## src/rtl/lsi_pkg.sv

```systemverilog
// lsi_pkg: widths, job and divider stage types, and the divider step
// shared by the segment intersection front end, queue and back end
// no dependencies
`timescale 1ns / 1ps

package lsi_pkg;

  localparam int COORD_BITS = 16;
  localparam int FRAC_BITS  = 16;

  // coordinate difference, product, cross product, numerator widths
  localparam int DW  = COORD_BITS + 1;
  localparam int PW  = 2 * DW;
  localparam int CW  = PW + 1;
  localparam int P1W = COORD_BITS + CW;
  localparam int P2W = CW + DW;
  localparam int NW  = P2W + 1;
  // quotient magnitude bits and shifted dividend width
  localparam int QW  = COORD_BITS + FRAC_BITS;
  localparam int MW  = NW + FRAC_BITS;

  localparam int OUT_W   = 32;
  localparam int IN_DATA_W  = 8 * COORD_BITS;
  localparam int OUT_DATA_W = 2 * OUT_W;

  // one classified item handed from front end to back end
  typedef struct packed {
    logic                 hit;
    logic                 neg_x;
    logic                 neg_y;
    logic [NW-1:0]        mag_x;
    logic [NW-1:0]        mag_y;
    logic [CW-1:0]        den;
  } lsi_job_t;

  // partial remainder and dividend/quotient shift register of one divider
  typedef struct packed {
    logic [CW-1:0] rem;
    logic [QW-1:0] dq;
  } lsi_div_t;

  // state of one back end stage
  typedef struct packed {
    logic          hit;
    logic          neg_x;
    logic          neg_y;
    logic [CW-1:0] den;
    lsi_div_t      dx;
    lsi_div_t      dy;
  } lsi_stage_t;

  // one restoring division step: bring down a dividend bit, shift in a quotient bit
  function automatic lsi_div_t lsi_div_step(input lsi_div_t cur, input logic [CW-1:0] den);
    logic [CW:0] trial;
    logic [CW:0] diff;
    lsi_div_t    res;
    trial = {cur.rem, cur.dq[QW-1]};
    diff  = trial - {1'b0, den};
    if (trial >= {1'b0, den}) begin
      res.rem = diff[CW-1:0];
      res.dq  = {cur.dq[QW-2:0], 1'b1};
    end else begin
      res.rem = trial[CW-1:0];
      res.dq  = {cur.dq[QW-2:0], 1'b0};
    end
    return res;
  endfunction

  // split a numerator magnitude into initial remainder and dividend bits
  function automatic lsi_div_t lsi_div_init(input logic [NW-1:0] mag);
    logic [MW-1:0] m;
    lsi_div_t      res;
    m       = MW'(mag) << FRAC_BITS;
    res.rem = m[QW +: CW];
    res.dq  = m[QW-1:0];
    return res;
  endfunction

endpackage

```

## src/rtl/lsi_queue.sv

```systemverilog
// lsi_queue: two-entry job queue between front end and back end
// uses lsi_pkg
`timescale 1ns / 1ps

module lsi_queue import lsi_pkg::*; (
  input  logic     clk,
  input  logic     rst_n,
  input  logic     push,
  input  lsi_job_t push_job,
  input  logic     pop,
  output logic     full,
  output logic     not_empty,
  output lsi_job_t head
);

  lsi_job_t   ent_r [2];
  logic       wr_ptr_r, rd_ptr_r;
  logic [1:0] cnt_r;

  assign full      = (cnt_r == 2'd2);
  assign not_empty = (cnt_r != 2'd0);
  assign head      = ent_r[rd_ptr_r];

  always_ff @(posedge clk) begin
    if (!rst_n) begin
      wr_ptr_r <= 1'b0;
      rd_ptr_r <= 1'b0;
      cnt_r    <= 2'd0;
    end else begin
      if (push) wr_ptr_r <= ~wr_ptr_r;
      if (pop)  rd_ptr_r <= ~rd_ptr_r;
      cnt_r <= cnt_r + {1'b0, push} - {1'b0, pop};
    end
  end

  always_ff @(posedge clk) begin
    if (push) begin
      ent_r[wr_ptr_r] <= push_job;
    end
  end

endmodule

```

## config.mk

```make
export PLATFORM = sky130hd
export DESIGN_NAME = lsi_queue
export DESIGN_NICKNAME = d
export VERILOG_FILES = /design/src/rtl/lsi_pkg.sv /design/src/rtl/lsi_queue.sv
export SDC_FILE = /design/constraint.sdc
export NUM_CORES = 1
export LEC_CHECK = 0
export ABC_AREA = 1
export BUFFER_PORTS_ARGS = -buffer_cell sky130_fd_sc_hd__buf_2
export CAP_MARGIN = 40
export CORE_MARGIN = 10
export CORE_UTILIZATION = 25
export DETAILED_ROUTE_END_ITERATION = 10
export PLACE_DENSITY = 0.47
export SYNTH_ARGS = -nofsm -noshare
export SYNTH_HDL_FRONTEND = slang
export SYNTH_SLANG_ARGS = --single-unit
```

## constraint.sdc

```tcl
create_clock -name clk -period 13.08 [get_ports clk]
set_input_delay 2.616 -clock clk [delete_from_list [all_inputs] [get_ports clk]]
set_output_delay 2.616 -clock clk [all_outputs]
set_load 0.02 [all_outputs]
```

* Word-level counts from Yosys, hierarchy flattened
Memory sizes are Yosys's and may differ from the RTL's. A register that Yosys moved wholly into a read port is not among the register bits. Index checks and enable logic that the tools add are counted. W data, S select, Z words.
Storage, ports and cells: output and inout port bits 146, bits of input ports 148, register bits after elaboration 4, memories kept 1, logic and storage cells 14, RAM bits 288
Operators by class: muxes and demuxes 4, add/sub/neg operators 2, reduce and logical (&&, ||, !) cells 1, bitwise gates (word level) 2, eq/ne operators 1
Memory list:
- ent_r | depth 2, bits a word 144, read ports 1, clocked after Yosys merged registers in 1, write ports 1, line lsi_queue.sv:16 | lsi_job_t ent_r [2];
Operators by type and width (number):
- $mux W1 | 4
- $add A2 B1 Y2 | 1
- $eq A2 B2 Y1 const B | 1
- $not A1 Y1 | 2
- $reduce_bool A2 Y1 | 1
- $sub A2 B1 Y2 | 1

* Longest topological paths before layout
depth in word-level cells 3, depth in mapped cells 9, depth with buffers taken out 9

* Least setup slack after synthesis
OpenSTA, ideal clock, no wires.
path kind in2reg, start point input port push, end point memory ent_r[0][0] (netlist bit) (enable), stages on the path 2, data arrival time 8677 ps, setup time 653 ps, buffers on the path 0, required time 12427 ps, setup slack 3749 ps, path through inv_1 nor2_1
On the way: word-level cells in the longest chain between the ends 2
Ends and longest elaborated chain:
- start, declared | line lsi_queue.sv:8 | input logic push,
- $mux W1 | line lsi_queue.sv:37 | if (push) begin
- $mux W1 (not written as such) | line lsi_queue.sv:38 | ent_r[wr_ptr_r] <= push_job;
- end, declared | line lsi_queue.sv:16
Every way passes these cells.

==> metrics.md <==
| Metric | Value |
|---|---|
| Sequential Area | `8750 sq um` |
| DP HPWL | `17.8 mm` |
| Internal Pwr Total | `1.75 mW` |
| Required time of the worst setup path | `10460 ps` |
| Maximum clock skew at final layout | `8.37 ps` |
| Per-cell routed wire length | `18.0 microns` |
| Switching power as a share of total power | `22.9%` |
| # nets final | `956` |
| RSZ-0062 raised after global routing | `no` |
| Clock Sink Count | `293` |
| Power density of the placed cells | `159 nW/um^2` |
| Number of maximum-capacitance violations | `0` |
| Die X | `228 microns` |
| Number of iterations in the first detailed-routing pass | `4` |
| Yosys Warn Count | `0` |
| Proportion of synthesized chip area in sequential cells | `80.6%` |
| Synthesized netlist net count | `631` |
| Number of antenna violations at the first check in global routing | `4` |
| Tcrit/Tclk final | `39.3%` |
| PostCTS Resize Cnt | `0` |
| Total routing resource utilization after global routing | `9.65%` |
| Share of cells above drive strength 1 | `60.3%` |
| Via count of the first global-routing pass | `6002` |
| Root buffer cell | `clkbuf_16` |
| Routing layer with the top usage in global route | `met2` |
| VDD IR-drop max | `0.000101 V` |
| Vertical die dimension | `228 microns` |
| Worst setup EP type | `output pin` |
| Total power | `2.27 mW` |
| Area occupied by multi-input gates | `1950 sq um` |
| DRC violation count after routing | `0` |
| Met2 capacity usage during global routing | `15.0%` |
| Routability-driven placement congestion ratio | `0.714` |
| Net Switching | `0.519 mW` |
| Leakage power total | `5.40 nW` |
| Count of fill cells added during filler insertion | `4244` |
| DR vias/cell | `3.91` |
| Synthesized instance count | `481` |
| Overflow left after global routing | `0` |
| Average footprint of a synthesized cell | `22.6 sq um` |
| Iteration-0 DRC count of the detailed router | `263` |
| Maximum achievable frequency | `194 MHz` |
| # IOs | `294` |
| Total standard cell area after synthesis | `10900 sq um` |
| Clock tree from TritonCTS | `done` |
| Wirelength, routed | `25.6 mm` |
| Full die area | `52100 sq um` |
| Startpoint kind of the worst setup timing path | `flip-flop` |
| Logic pwr share | `10.7%` |
| Hold buffer count at cts | `0` |
| Met3 Track Usage GR | `4.39%` |
| Number of unique standard cell types used by synthesis | `12` |
| Relative contribution of sequential cells to total power | `48.6%` |
| Pins Over Slew Limit | `0` |
| Slew at the pin closest to its max-slew limit | `758 ps` |
| Time the worst path needs with I/O delays and setup | `5140 ps` |
| Worst relative slew slack | `49.5%` |
| Setup TNS Final | `0 ps` |
| Area Overhead vs Synth | `31.2%` |
| Floorplan row count | `76` |
| Maximum buffer depth of the clock tree | `3` |
| Fraction of met1 tracks used by global routing | `11.7%` |
| Pre-CTS setup slack | `8350 ps` |
| Clock latency of the later-clocked register in the worst-skew pair | `520 ps` |
| Total via count in the routed design | `5547` |
| Pin count of the biggest net entering global routing | `70` |
| Std-Cell Core Area | `43000 sq um` |
| CTS clk-pin slew, worst paths | `60 ps` |
| Final critical-path setup slack | `7940 ps` |
| Number of setup violations in the final report | `0` |
| Level count of the clock H-tree | `2` |
| Final hold vios | `0` |
| Antenna Violating Nets Remaining | `0` |
| Starting utilization of the core area | `25.2%` |
| Global-route wire length before repair | `38.4 mm` |
| Clock network fraction of design power | `40.8%` |
| Hold/Removal Path Class | `flip-flop to flip-flop` |
| Worst slack on hold paths | `493 ps` |
| Kind of critical path | `flip-flop to output pin` |
| Maximum net fanout on the critical path | `37` |
| Status | `finished clean` |
| Clock buffers created by TritonCTS | `35` |
| Post-CTS Repair Setup Buffers | `0` |
| IO buf count | `293` |
| Number of synthesized register bits | `293` |
| Arrival time of data at the critical path endpoint | `2530 ps` |
[stage by stage]
step	utilization [%]	cell area [sq um]	std cells
2_1_floorplan	-	10900	481
3_3_place_gp	30.2	13000	1349
3_5_place_dp	30.5	13100	1354
4_1_cts	33.1	14200	1417
5_1_grt	33.1	14200	1418
6_report	33.1	14200	1419
[cell usage after synthesis]
master | count | share of area (%)
edfxtp_1 | 288 | 80
mux2_2 | 84 | 8.7
mux2_4 | 60 | 8.3
nand2_1 | 9 | 0.31
buf_2 | 8 | 0.37
buf_6 | 8 | 0.83
nor2_1 | 8 | 0.28
inv_1 | 7 | 0.24
dfxtp_1 | 5 | 0.92
ha_1 | 2 | 0.23
a21oi_1 | 1 | 0.046
nand3_1 | 1 | 0.046
[worst max-delay path, cell delays in order, from the launching register on]
cell	delay (ps)
dfxtp_4	690
buf_4	470
buf_16	290
mux2_2	370
buf_2	160
[power groups by stage]
stage	Sequential (mW)	Combinational, mW	Clock [mW]
6_report	1.10	0.242	0.924
5_1_grt	1.11	0.261	1.01
4_1_cts	1.10	0.249	0.967
3_5_place_dp	1.12	0.248	0
3_3_place_gp	1.12	0.241	0
2_1_floorplan	1.12	0.151	0
[sequential cells by signal, summed over array words and instances (netlist names), named ones only]
name      cells
ent_r       288
cnt_r         2
rd_ptr_r      1
wr_ptr_r      1
[kinds of logic after synthesis]
logic type	Yosys count	synth area share, %
AND/OR/NAND/NOR	18	0.634
buffers and inverters	23	1.44
adder cells (fa/ha/maj)	2	0.231
multiplexers	144	17.0
flip-flops	293	80.6
AO/OA/AOI/OAI	1	0.0461
[final cells by class]
cell class,count,share of cell area [%]
antenna,2,0.0352
clock buffer,43,6.73
clock inverter,20,1.08
inverter,7,0.220
multi-input combinational,165,13.7
sequential,293,61.5
tap,585,5.14
timing repair buffer,304,11.6
[path summary, 6_finish.rpt]
| path | endpoint | slack (ps) | cells past startpoint | startpoint |
|---|---|---|---|---|
| worst min register to register | flip-flop | 490 | 2 | rd_ptr_r |
| worst min-delay path | flip-flop | 490 | 2 | rd_ptr_r |
| worst max register to register | ent_r[0][73] | 10960 | 4 | wr_ptr_r |
| worst max-delay path | head[70] | 7940 | 4 | flip-flop |
[cells in the final DEF (no fill, tap or decap)]
cell type	netlist	final
inv_1	7	6
clkbuf_8	0	1
nor2_4	0	1
nor2_1	8	7
mux2_4	60	60
diode_2	0	2
clkinv_4	0	1
a21oi_1	1	1
clkinv_2	0	7
ha_1	2	2
mux2_2	84	84
clkinv_1	0	7
buf_4	0	6
bufinv_16	0	2
nand3_1	1	1
dfxtp_4	0	1
clkbuf_1	0	5
clkinvlp_4	0	2
buf_2	8	293
inv_6	0	2
buf_16	0	5
dfxtp_1	5	4
clkbuf_16	0	37
nand2_1	9	9
edfxtp_1	288	288
[layer usage]
metal / vias up / routed length [microns]
met2: 190 / 11800
met3: 51 / 2240
met1: 2746 / 10800
met4: 4 / 617
li1: 2556 / -
met5: - / 21
Power figures use the tool's default switching activity.
